<file path="src/sv/bde_pkg.sv">
// ----------------------------------------------------------------------------
// bde_pkg
// Shared types, constants and register indexes of the button event generator.
// ----------------------------------------------------------------------------
package bde_pkg;

   localparam int LANES            = 8;
   localparam int DEF_NUM_BUTTONS  = 8;
   localparam int TIME_W           = 32;
   localparam int TIMING_W         = 16;
   localparam int BTN_W            = 3;
   localparam int CSR_IDX_W        = 4;
   localparam int CSR_DATA_W       = 16;
   localparam int REQ_DATA_W       = 40;
   localparam int RSP_DATA_W       = 40;

   localparam logic [CSR_IDX_W-1:0] REG_DEBOUNCE_TIME   = 4'd0;
   localparam logic [CSR_IDX_W-1:0] REG_LONG_PRESS_TIME = 4'd1;
   localparam logic [CSR_IDX_W-1:0] REG_ACTIVE_LEVELS   = 4'd2;
   localparam logic [CSR_IDX_W-1:0] REG_BUTTON_COUNT    = 4'd3;

   localparam logic [TIMING_W-1:0] RST_DEBOUNCE_TIME   = 16'd20;
   localparam logic [TIMING_W-1:0] RST_LONG_PRESS_TIME = 16'd1000;
   localparam logic [LANES-1:0]    RST_ACTIVE_LEVELS   = 8'd0;
   localparam logic [3:0]          RST_BUTTON_COUNT    = 4'd8;

   typedef enum logic [1:0] {
      KIND_PRESS   = 2'd0,
      KIND_RELEASE = 2'd1,
      KIND_CLICK   = 2'd2,
      KIND_LONG    = 2'd3
   } kind_type;

   typedef enum logic [2:0] {
      ST_IDLE,
      ST_DEB,
      ST_CLICK,
      ST_LONG,
      ST_FLUSH
   } state_type;

   typedef struct packed {
      logic [BTN_W-1:0]  button_index;
      kind_type          kind;
      logic [TIME_W-1:0] event_time;
   } event_type;

   typedef struct packed {
      logic push;
      logic flush;
   } evq_ctl_type;

   typedef struct packed {
      logic push_ok;
      logic flush_ok;
   } evq_sts_type;

endpackage

</file>
<file path="src/sv/bde_cmp.sv">
// ----------------------------------------------------------------------------
// bde_cmp
// Shared elapsed-time unit: modulo 2^32 difference against a 16-bit threshold.
// ----------------------------------------------------------------------------
module bde_cmp (
   input  logic [bde_pkg::TIME_W-1:0]   now_ms,
   input  logic [bde_pkg::TIME_W-1:0]   base_ms,
   input  logic [bde_pkg::TIMING_W-1:0] threshold,
   output logic                         reached
);
   import bde_pkg::*;

   logic [TIME_W-1:0] elapsed;

   assign elapsed = now_ms - base_ms;
   assign reached = elapsed >= {{(TIME_W-TIMING_W){1'b0}}, threshold};

endmodule

</file>
<file path="src/sv/bde_evq.sv">
// ----------------------------------------------------------------------------
// bde_evq
// Event holding stage: keeps one pending event so the final one of a tick
// can be marked, and drives the registered result channel.
// ----------------------------------------------------------------------------
module bde_evq (
   input  logic                           clock,
   input  logic                           reset,
   input  bde_pkg::evq_ctl_type           ctl,
   input  bde_pkg::event_type             ev,
   output bde_pkg::evq_sts_type           sts,
   output logic                           rsp_tvalid,
   input  logic                           rsp_tready,
   output logic [bde_pkg::RSP_DATA_W-1:0] rsp_tdata,  // button_index, event_time
   output logic [1:0]                     rsp_tuser,  // event_kind
   output logic                           rsp_tlast
);
   import bde_pkg::*;

   logic      pend_valid_ff;
   event_type pend_ff;
   logic      out_valid_ff;
   event_type out_ff;
   logic      out_last_ff;
   logic      slot_free;
   logic      do_push;
   logic      do_flush;

   assign slot_free    = !out_valid_ff || rsp_tready;
   assign sts.push_ok  = slot_free || !pend_valid_ff;
   assign sts.flush_ok = slot_free || !pend_valid_ff;
   assign do_push      = ctl.push && sts.push_ok;
   assign do_flush     = ctl.flush && pend_valid_ff && slot_free;

   always_ff @(posedge clock) begin
      if (reset) begin
         pend_valid_ff <= 1'b0;
         out_valid_ff  <= 1'b0;
      end else begin
         if (do_flush || (do_push && pend_valid_ff)) begin
            out_valid_ff <= 1'b1;
         end else if (rsp_tready) begin
            out_valid_ff <= 1'b0;
         end
         if (do_push) begin
            pend_valid_ff <= 1'b1;
         end else if (do_flush) begin
            pend_valid_ff <= 1'b0;
         end
      end
   end

   always_ff @(posedge clock) begin
      if (do_push) begin
         pend_ff <= ev;
         if (pend_valid_ff) begin
            out_ff      <= pend_ff;
            out_last_ff <= 1'b0;
         end
      end else if (do_flush) begin
         out_ff      <= pend_ff;
         out_last_ff <= 1'b1;
      end
   end

   assign rsp_tvalid = out_valid_ff;
   assign rsp_tdata  = {{(RSP_DATA_W-TIME_W-BTN_W){1'b0}}, out_ff.event_time,
                        out_ff.button_index};
   assign rsp_tuser  = out_ff.kind;
   assign rsp_tlast  = out_last_ff;

endmodule

</file>
<file path="src/sv/button_debounce_event_generator.sv">
// ----------------------------------------------------------------------------
// button_debounce_event_generator
// Debounces up to eight buttons per time tick and emits press, release, click
// and long-press events, one button at a time through a shared time unit.
// ----------------------------------------------------------------------------
// Sequence: an accept step, then a debounce step and a long-press check per
//   button in use (a click takes the slot of the long-press check), then a
//   flush step; output stalls hold any push or flush. No new tick is taken
//   until the flush. Sequencer and single elapsed-time compare unit set the rate.
// Reset: synchronous; all button state cleared, registers to defaults.
// ----------------------------------------------------------------------------
module button_debounce_event_generator #(
   parameter int NUM_BUTTONS = bde_pkg::DEF_NUM_BUTTONS
) (
   input  logic                           clock,
   input  logic                           reset,
   input  logic                           req_tvalid,
   output logic                           req_tready,
   input  logic [bde_pkg::REQ_DATA_W-1:0] req_tdata,  // now_ms, raw_levels
   output logic                           rsp_tvalid,
   input  logic                           rsp_tready,
   output logic [bde_pkg::RSP_DATA_W-1:0] rsp_tdata,  // button_index, event_time
   output logic [1:0]                     rsp_tuser,  // event_kind
   output logic                           rsp_tlast,  // last_event
   input  logic                           csr_valid,
   output logic                           csr_ready,
   input  logic [bde_pkg::CSR_IDX_W-1:0]  csr_index,
   input  logic [bde_pkg::CSR_DATA_W-1:0] csr_data
);
   import bde_pkg::*;

   localparam int USED  = (NUM_BUTTONS < LANES) ? NUM_BUTTONS : LANES;
   localparam int IDX_W = (USED > 1) ? $clog2(USED) : 1;
   localparam int CNT_W = $clog2(USED + 1);

   logic [TIMING_W-1:0] deb_time_ff;
   logic [TIMING_W-1:0] long_time_ff;
   logic [LANES-1:0]    active_ff;
   logic [3:0]          count_cfg_ff;

   logic [TIME_W-1:0]   now_ff;
   logic [LANES-1:0]    levels_ff;
   logic [CNT_W-1:0]    count_ff;
   logic [CNT_W-1:0]    idx_ff;
   logic [CNT_W-1:0]    idx_in;
   state_type           state_ff;
   state_type           state_in;

   logic [USED-1:0]     raw_ff;
   logic [USED-1:0]     stable_ff;
   logic [USED-1:0]     longrep_ff;
   logic [TIME_W-1:0]   lc_ff [USED];
   logic [TIME_W-1:0]   ps_ff [USED];

   logic [IDX_W-1:0]    lane;
   logic [BTN_W-1:0]    bit3;
   logic                raw_now;
   logic                changed;
   logic [TIME_W-1:0]   lc_eff;
   logic [TIME_W-1:0]   cmp_base;
   logic [TIMING_W-1:0] cmp_thr;
   logic                cmp_ge;
   logic                deb_hit;
   logic                long_hit;
   logic                last_btn;
   logic                accept;
   logic [CNT_W-1:0]    count_sat;

   evq_ctl_type         evq_ctl;
   evq_sts_type         evq_sts;
   event_type           ev;

   // configuration
   assign csr_ready = 1'b1;

   always_ff @(posedge clock) begin
      if (reset) begin
         deb_time_ff  <= RST_DEBOUNCE_TIME;
         long_time_ff <= RST_LONG_PRESS_TIME;
         active_ff    <= RST_ACTIVE_LEVELS;
         count_cfg_ff <= RST_BUTTON_COUNT;
      end else if (csr_valid) begin
         case (csr_index)
            REG_DEBOUNCE_TIME:   deb_time_ff  <= csr_data;
            REG_LONG_PRESS_TIME: long_time_ff <= csr_data;
            REG_ACTIVE_LEVELS:   active_ff    <= csr_data[LANES-1:0];
            REG_BUTTON_COUNT:    count_cfg_ff <= csr_data[3:0];
            default: ;
         endcase
      end
   end

   // datapath around the shared unit
   assign lane     = idx_ff[IDX_W-1:0];
   assign bit3     = BTN_W'(idx_ff);
   assign raw_now  = levels_ff[bit3] == active_ff[bit3];
   assign changed  = raw_now != raw_ff[lane];
   assign lc_eff   = changed ? now_ff : lc_ff[lane];
   assign cmp_base = (state_ff == ST_LONG) ? ps_ff[lane] : lc_eff;
   assign cmp_thr  = (state_ff == ST_LONG) ? long_time_ff : deb_time_ff;
   assign deb_hit  = cmp_ge && (stable_ff[lane] != raw_now);
   assign long_hit = cmp_ge && stable_ff[lane] && !longrep_ff[lane];
   assign last_btn = CNT_W'(idx_ff + 1'b1) == count_ff;
   assign accept   = req_tvalid && req_tready;
   assign count_sat = (count_cfg_ff > 4'(USED)) ? CNT_W'(USED) : CNT_W'(count_cfg_ff);

   bde_cmp u_cmp (
      .now_ms    (now_ff),
      .base_ms   (cmp_base),
      .threshold (cmp_thr),
      .reached   (cmp_ge)
   );

   // next state
   always_comb begin
      state_in = state_ff;
      idx_in   = idx_ff;
      case (state_ff)
         ST_IDLE: begin
            if (req_tvalid) begin
               idx_in   = '0;
               state_in = (count_sat == '0) ? ST_FLUSH : ST_DEB;
            end
         end
         ST_DEB: begin
            if (deb_hit && !evq_sts.push_ok) begin
               state_in = ST_DEB;
            end else if (deb_hit && !raw_now && !longrep_ff[lane]) begin
               state_in = ST_CLICK;
            end else begin
               state_in = ST_LONG;
            end
         end
         ST_CLICK: begin
            if (evq_sts.push_ok) begin
               state_in = last_btn ? ST_FLUSH : ST_DEB;
               idx_in   = CNT_W'(idx_ff + 1'b1);
            end
         end
         ST_LONG: begin
            if (!long_hit || evq_sts.push_ok) begin
               state_in = last_btn ? ST_FLUSH : ST_DEB;
               idx_in   = CNT_W'(idx_ff + 1'b1);
            end
         end
         ST_FLUSH: begin
            if (evq_sts.flush_ok) begin
               state_in = ST_IDLE;
            end
         end
         default: state_in = ST_IDLE;
      endcase
   end

   // outputs
   always_comb begin
      req_tready       = 1'b0;
      evq_ctl.push     = 1'b0;
      evq_ctl.flush    = 1'b0;
      ev.button_index  = bit3;
      ev.kind          = KIND_PRESS;
      ev.event_time    = now_ff;
      case (state_ff)
         ST_IDLE: begin
            req_tready = 1'b1;
         end
         ST_DEB: begin
            evq_ctl.push = deb_hit;
            ev.kind      = raw_now ? KIND_PRESS : KIND_RELEASE;
         end
         ST_CLICK: begin
            evq_ctl.push = 1'b1;
            ev.kind      = KIND_CLICK;
         end
         ST_LONG: begin
            evq_ctl.push = long_hit;
            ev.kind      = KIND_LONG;
         end
         ST_FLUSH: begin
            evq_ctl.flush = 1'b1;
         end
         default: ;
      endcase
   end

   always_ff @(posedge clock) begin
      if (reset) begin
         state_ff <= ST_IDLE;
         idx_ff   <= '0;
      end else begin
         state_ff <= state_in;
         idx_ff   <= idx_in;
      end
   end

   always_ff @(posedge clock) begin
      if (accept) begin
         now_ff    <= req_tdata[TIME_W-1:0];
         levels_ff <= req_tdata[TIME_W+LANES-1:TIME_W];
         count_ff  <= count_sat;
      end
   end

   // per-button state
   always_ff @(posedge clock) begin
      if (reset) begin
         raw_ff     <= '0;
         stable_ff  <= '0;
         longrep_ff <= '0;
         for (int i = 0; i < USED; i++) begin
            lc_ff[i] <= '0;
            ps_ff[i] <= '0;
         end
      end else begin
         if (state_ff == ST_DEB) begin
            raw_ff[lane] <= raw_now;
            if (changed) begin
               lc_ff[lane] <= now_ff;
            end
            if (deb_hit && evq_sts.push_ok) begin
               stable_ff[lane] <= raw_now;
               if (raw_now) begin
                  ps_ff[lane]      <= now_ff;
                  longrep_ff[lane] <= 1'b0;
               end
            end
         end
         if (state_ff == ST_LONG && long_hit && evq_sts.push_ok) begin
            longrep_ff[lane] <= 1'b1;
         end
      end
   end

   bde_evq u_evq (
      .clock      (clock),
      .reset      (reset),
      .ctl        (evq_ctl),
      .ev         (ev),
      .sts        (evq_sts),
      .rsp_tvalid (rsp_tvalid),
      .rsp_tready (rsp_tready),
      .rsp_tdata  (rsp_tdata),
      .rsp_tuser  (rsp_tuser),
      .rsp_tlast  (rsp_tlast)
   );

endmodule

</file>
<file path="config.mk">
export PLATFORM = sky130hd
export DESIGN_NAME = button_debounce_event_generator
export DESIGN_NICKNAME = d
export VERILOG_FILES = /design/src/sv/bde_pkg.sv /design/src/sv/bde_cmp.sv /design/src/sv/bde_evq.sv /design/src/sv/button_debounce_event_generator.sv
export SDC_FILE = /design/constraint.sdc
export NUM_CORES = 1
export LEC_CHECK = 0
export ABC_CLOCK_PERIOD_IN_PS = 10050
export BUFFER_PORTS_ARGS = -buffer_cell sky130_fd_sc_hd__buf_2
export CAP_MARGIN = 20
export CELL_PAD_IN_SITES_DETAIL_PLACEMENT = 0
export CELL_PAD_IN_SITES_GLOBAL_PLACEMENT = 1
export CORE_ASPECT_RATIO = 1.75
export CORE_MARGIN = 3
export CORE_UTILIZATION = 50
export CTS_BUF_LIST = sky130_fd_sc_hd__clkbuf_16
export DETAILED_ROUTE_END_ITERATION = 6
export PLACE_DENSITY_LB_ADDON = 0.1
export REMOVE_ABC_BUFFERS = 1
export SYNTH_ARGS = -nofsm -noshare
export SYNTH_HDL_FRONTEND = slang
export SYNTH_HIERARCHICAL = 1
export SYNTH_SLANG_ARGS = --single-unit
</file>
<file path="constraint.sdc">
create_clock -name clock -period 10.05 [get_ports clock]
set_input_delay 1.005 -clock clock [delete_from_list [all_inputs] [get_ports clock]]
set_output_delay 1.005 -clock clock [all_outputs]
set_load 0.01 [all_outputs]
</file>
Word level (Yosys, flattened, before mapping)
Memories as Yosys holds them, arrays and structs flattened. A register that Yosys moved wholly into a read port is not among the register bits.
Cells that the tools add are included.
{"block": "op_classes", "eq_ne": 16, "magnitude_cmp": 4, "n_reduce_logical": 41, "mux": 72, "bitwise": 3, "n_addsub": 2}
{"op": "32-bit two-way mux", "n": 4}
{"op": "37-bit two-way mux", "n": 3}
{"op": "32-bit OR reduction", "n": 2}
{"op": "8-bit two-way mux", "n": 5}
{"op": "3-bit two-way mux", "n": 12}
{"op": "32-bit by 16-bit greater-or-equal comparator with 1-bit output", "n": 1}
{"op": "32-bit subtractor", "n": 1}
{"op": "1-bit two-way mux", "n": 30}
{"op": "8-bit bitwise mux", "n": 2}
{"op": "16-bit two-way mux", "n": 1}
{"op": "4-bit two-way mux", "n": 4}
{"op": "1-bit binary-select mux with 3-bit select", "n": 5}
{"op": "1-bit logical AND", "n": 15}
{"op": "3-bit case mux with 5 select lines", "n": 1}
{"op": "4-bit case mux with 3 select lines", "n": 1}
{"op": "2-bit AND reduction", "n": 6}
{"op": "8-bit AND", "n": 1}
{"op": "4-bit by 2-bit equality test with 1-bit output (second input constant)", "n": 2}
{"op": "4-bit zero test", "n": 2}
{"op": "2-bit inequality test (second input constant)", "n": 4}
{"op": "8-bit NOT", "n": 1}
{"op": "8-bit bitwise OR", "n": 1}
{"op": "4-bit AND reduction", "n": 2}
{"op": "3-bit by 2-bit equality test with 1-bit output (second input constant)", "n": 2}
{"op": "other kinds (20)", "n": 30}
{"block": "totals", "inputBits": 65, "output_inout_bits": 46, "mem_bits_rw": 512, "n_memories": 2, "word_cells": 161, "reg_bits": 196}
{"name": "lc_ff", "words": 8, "width": 32, "rd": 1, "rd_clocked_by_memory_dff": 1, "wr": 8, "line_no": "button_debounce_event_generator.sv:52", "text": "logic [TIME_W-1:0] lc_ff [USED];"}
{"name": "ps_ff", "words": 8, "width": 32, "rd": 1, "rd_clocked_by_memory_dff": 1, "wr": 8, "line_no": "button_debounce_event_generator.sv:53", "text": "logic [TIME_W-1:0] ps_ff [USED];"}

Longest topological paths before layout
{"block": "depth", "ltp_word": 16, "ltp_mapped": 35, "mapped_depth_nobuf": 31}

Cells and area by module
The synthesis kept the hierarchy.
{"module": "button_debounce_event_generator", "area_per_inst_um2": 28876.4, "instances": 1, "seq_area_each_um2": 18257.5, "cells_per_inst": 2009}
{"module": "bde_cmp", "area_per_inst_um2": 2612.5, "instances": 1, "seq_area_each_um2": 0.0, "cells_per_inst": 373}
{"module": "bde_evq", "area_per_inst_um2": 2411.1, "instances": 1, "seq_area_each_um2": 2292.2, "cells_per_inst": 94}

Worst setup path after synthesis
No wires, ideal clock.
{"block": "synth_path", "kind": "register to register", "from": "register idx_ff[1]", "to": "memory ps_ff[6][0], enable pin", "path_stages_with_launch": 27, "arrival_time_ps": 8152, "setup_slack_ps": 1425, "setup_time_ps": 472, "period_less_slack_ps": 8625, "path_cell_list": "dfxtp_1 buf_2 mux4_2 xnor2_1 mux2i_4 buf_2 buf_2 nand3_1 o311a_1 ha_1 fa_1 or2b_2 a21o_2 a211oi_1 a211oi_1 and2_1 xnor2_1 ha_1 nand4_1 or3_2 o2111ai_1 or4_1 nor4_1 o2111ai_1 nand3_1 clkbuf_1 o31ai_1"}
{"item": "from (decl)", "line_no": "button_debounce_event_generator.sv:44", "text": "logic [CNT_W-1:0] idx_ff;"}
{"item": "from (signal assigned)", "line_no": "button_debounce_event_generator.sv:192", "text": "idx_ff <= idx_in;"}
{"item": "to (decl)", "line_no": "button_debounce_event_generator.sv:53"}

==> results.ini <==
[placement]
gp_congestion=0.958
dp_hpwl_um=57900
post-place-ws_ns=0.962
dpl_cell_area_um2=35100
port_buffers=104

[route]
wl_per_cell_um=26.3
postRouteAntennaNets=0
dr.pass1.iters=5
drc=0
drtIter0Drc=1707
vias=20200
drt-total-wl_um=91300
viasPerCell=5.84

[critical_path]
required_ns=10.32
cpPeakStageDelay_ns=0.85
crit_path_top_delay_cell=a2111oi_0
cp-start-kind=flop
cp-startpoint=idx_ff[1]$_SDFFE_PP0P_
critPathKind=flop to flop
crit_arrival_ns=9.41
r2r_slack_ns=0.91
end_kind=flop
r2r_start=idx_ff[1]$_SDFFE_PP0P_
cp_max_fo=38

[sta]
setup_viol_count_final=0
rsz0062_at_grt=false
final-hold-violation-count=0
period_minus_slack_ns=9.14
max_freq_mhz=109
worst_pin_slew_ns=1.09
slew_viol_final=0
hold_slack_ns=0.414
post-route-period-util=0.910
clock_skew_ns=0.0199
setup_ws_ns=0.909
max-slew-margin-rel=0.271

[clock_network]
cts_hold_buf=0
cts_buffers=67
h-tree-depth=3
clock-sinks=711
cts_tree=done
clk_latency_ns=0.62
post_cts_buffers=0
cts_root_buffer=clkbuf_16
path_clk_slew_ns=0.07
cts_resized=0
cts_buffer_depth=3

[global_routing]
grt-ovfl-total=0
first_global_vias=21200
grt_pass1_wl_um=135000
antenna_found_initial=2
grt_max_degree=64
track_usage=0.259

[yosys]
syn_area_um2=33900
muxShareOfSynthArea=0.113
synth-main-ff-cell=edfxtp_1
syn_area_per_cell_um2=13.7
synth_edf_count=631
synth_top_family_by_area=simple AND/OR/NAND/NOR gates
synth_fa_ha_area_frac=0.0183
synth_cell_type_count=91
async_flop_share=0
seq_area_frac_synth=0.606
synth-compound-area-share=0.0527
ys_seq_elements=711
synthXorXnorAreaFrac=0.00982
syn-instance-count=2476
synth-simple-area-share=0.161
yosys_warnings=6

[finish]
drive_gt1_frac=0.179
fin_util=0.559
final_cell_area_um2=37300
final.fill_count=5530
layout.nets=2638
syn2layout_area_growth_pct=10.1

[hold_path]
min_path_type=flop to flop
min-delay-start=u_evq/pend_ff[6]$_DFFE_PP_

[floorplanning]
core_area_um2=66800
start_util=0.508
die-height_um=350
pin_count=111
num_rows=125
dieArea_um2=71100
die_x_um=203

[run]
maxCapViolations=0

[power]
power.leakage_nw=13.8
powerDensity_nw_per_um2=267
ir_drop_uv=176

[run_status]
status=finished, final reports clean

placed cells by master (no fill, tap or decap), types with 8 or more instances in the layout:
master / instances
a211oi_1: 9
a21o_1: 10
a21o_2: 11
a21oi_1: 69
and2_1: 518
buf_2: 104
buf_4: 54
clkbuf_16: 69
clkinv_1: 10
clkinv_2: 10
dfxtp_1: 77
edfxtp_1: 631
ha_1: 48
inv_1: 91
mux2i_1: 82
mux4_2: 132
nand2_1: 198
nand2b_1: 12
nand3_1: 56
nand4_1: 13
nor2_1: 40
nor2_8: 8
nor2b_1: 16
nor3_1: 16
nor3_4: 8
o21ai_0: 31
o22ai_1: 11
o311a_1: 32
or2_2: 11
xnor2_1: 17
xor2_1: 21
kinds of logic (layout without fill, tap and decap cells):
logic type	count (synthesis)	in the layout
xor gates and xnor gates	38	38
DFF	711	711
AOI/OAI and AO/OA	247	247
and+or+nand+nor	949	949
buffers and inverters	264	359
muxes	216	216
other	2	8
adders and majority gates	49	49
final cells by class:
class                           instances  area [um^2]  area share
Multi-Input combinational cell       1505        12100       0.325
Sequential cell                       711        20600       0.551
Inverter                               74          278     0.00745
Clock inverter                         51          410      0.0110
Antenna cell                            2         5.00    0.000134
Clock buffer                           69         1730      0.0463
Timing Repair Buffer                  165         1070      0.0288
Tap cell                              889         1110      0.0298
final timing paths:
| kind | endpoint | cells after the start |
|---|---|---|
| max reg2reg | u_evq/rsp_tdata[13]$_DFFE_PP_ | 30 |
| max | u_evq/rsp_tdata[13]$_DFFE_PP_ | 30 |
| min reg2reg | u_evq/rsp_tdata[9]$_DFFE_PP_ | 0 |
| min | u_evq/rsp_tdata[9]$_DFFE_PP_ | 0 |
worst max-delay path: cells and delay by family, from the launching register on:
family	cells	cell delay, ns
flops	1	0.38
xor+xnor	2	0.35
compound gates	14	4.36
simple gates	7	1.40
buf+inv	3	0.57
fa+ha+maj	2	0.48
mux	2	1.18
layer usage:
layer	track usage	vias to the layer above	routed length (um)
met3	0.0401	160	4580
met2	0.474	633	48800
met5	0	-	0
met1	0.307	10300	34700
met4	0.0991	0	3140
li1	-	9131	-
where the power goes:
part | switching [W] | internal (W)
clock network | 0.00112 | 0.00141
registers | 0.000197 | 0.00358
logic | 0.00225 | 0.00140
synth_stat cells, drive strengths merged (6+ instances only):
cell | count | area share
mux4 | 132 | 0.088
clkbuf | 115 | 0.013
or2 | 12 | 0.0022
xnor2 | 17 | 0.0044
edfxtp | 631 | 0.56
a21o | 21 | 0.0048
nor2 | 48 | 0.0092
a211oi | 11 | 0.0030
o21ai | 34 | 0.0052
mux2i | 83 | 0.025
and2 | 520 | 0.096
nand3 | 56 | 0.0083
nand4 | 14 | 0.0028
nor3 | 24 | 0.0047
o211ai | 7 | 0.0016
inv | 74 | 0.0082
buf | 75 | 0.018
o311ai | 6 | 0.0016
nor4 | 6 | 0.0011
dfxtp | 80 | 0.047
xor2 | 21 | 0.0054
ha | 48 | 0.018
o311a | 32 | 0.0094
o22ai | 11 | 0.0020
a21oi | 69 | 0.010
and3 | 6 | 0.0011
a311oi | 7 | 0.0020
nand2 | 200 | 0.022
nor3b | 7 | 0.0016
nor2b | 17 | 0.0031
or3 | 10 | 0.0021
nand2b | 13 | 0.0026
sequential cells by signal, indices dropped and copies added, names as in the netlist, named ones only:
signal               flops
deb_time_ff             16
raw_ff                   8
active_ff                8
longrep_ff               8
levels_ff                8
long_time_ff            16
u_evq/rsp_tvalid         1
stable_ff                8
lc_ff                  256
now_ff                  32
count_cfg_ff             4
u_evq/pend_valid_ff      1
state_ff                 3
u_evq/rsp_tdata         35
u_evq/rsp_tuser          2
count_ff                 4
u_evq/pend_ff           37
idx_ff                   4
u_evq/rsp_tlast          1
ps_ff                  256
per-stage QoR:
step,TNS [ns],instances,total power (W)
after detailed placement,0,3342,0.00745
final,0,3466,0.00994
after global placement,0,3341,0.00741
after floorplan,-926.02,2290,0.00631
after global routing,0,3464,0.0104
after CTS,0,3462,0.00996
Power figures use the tool's default switching activity.
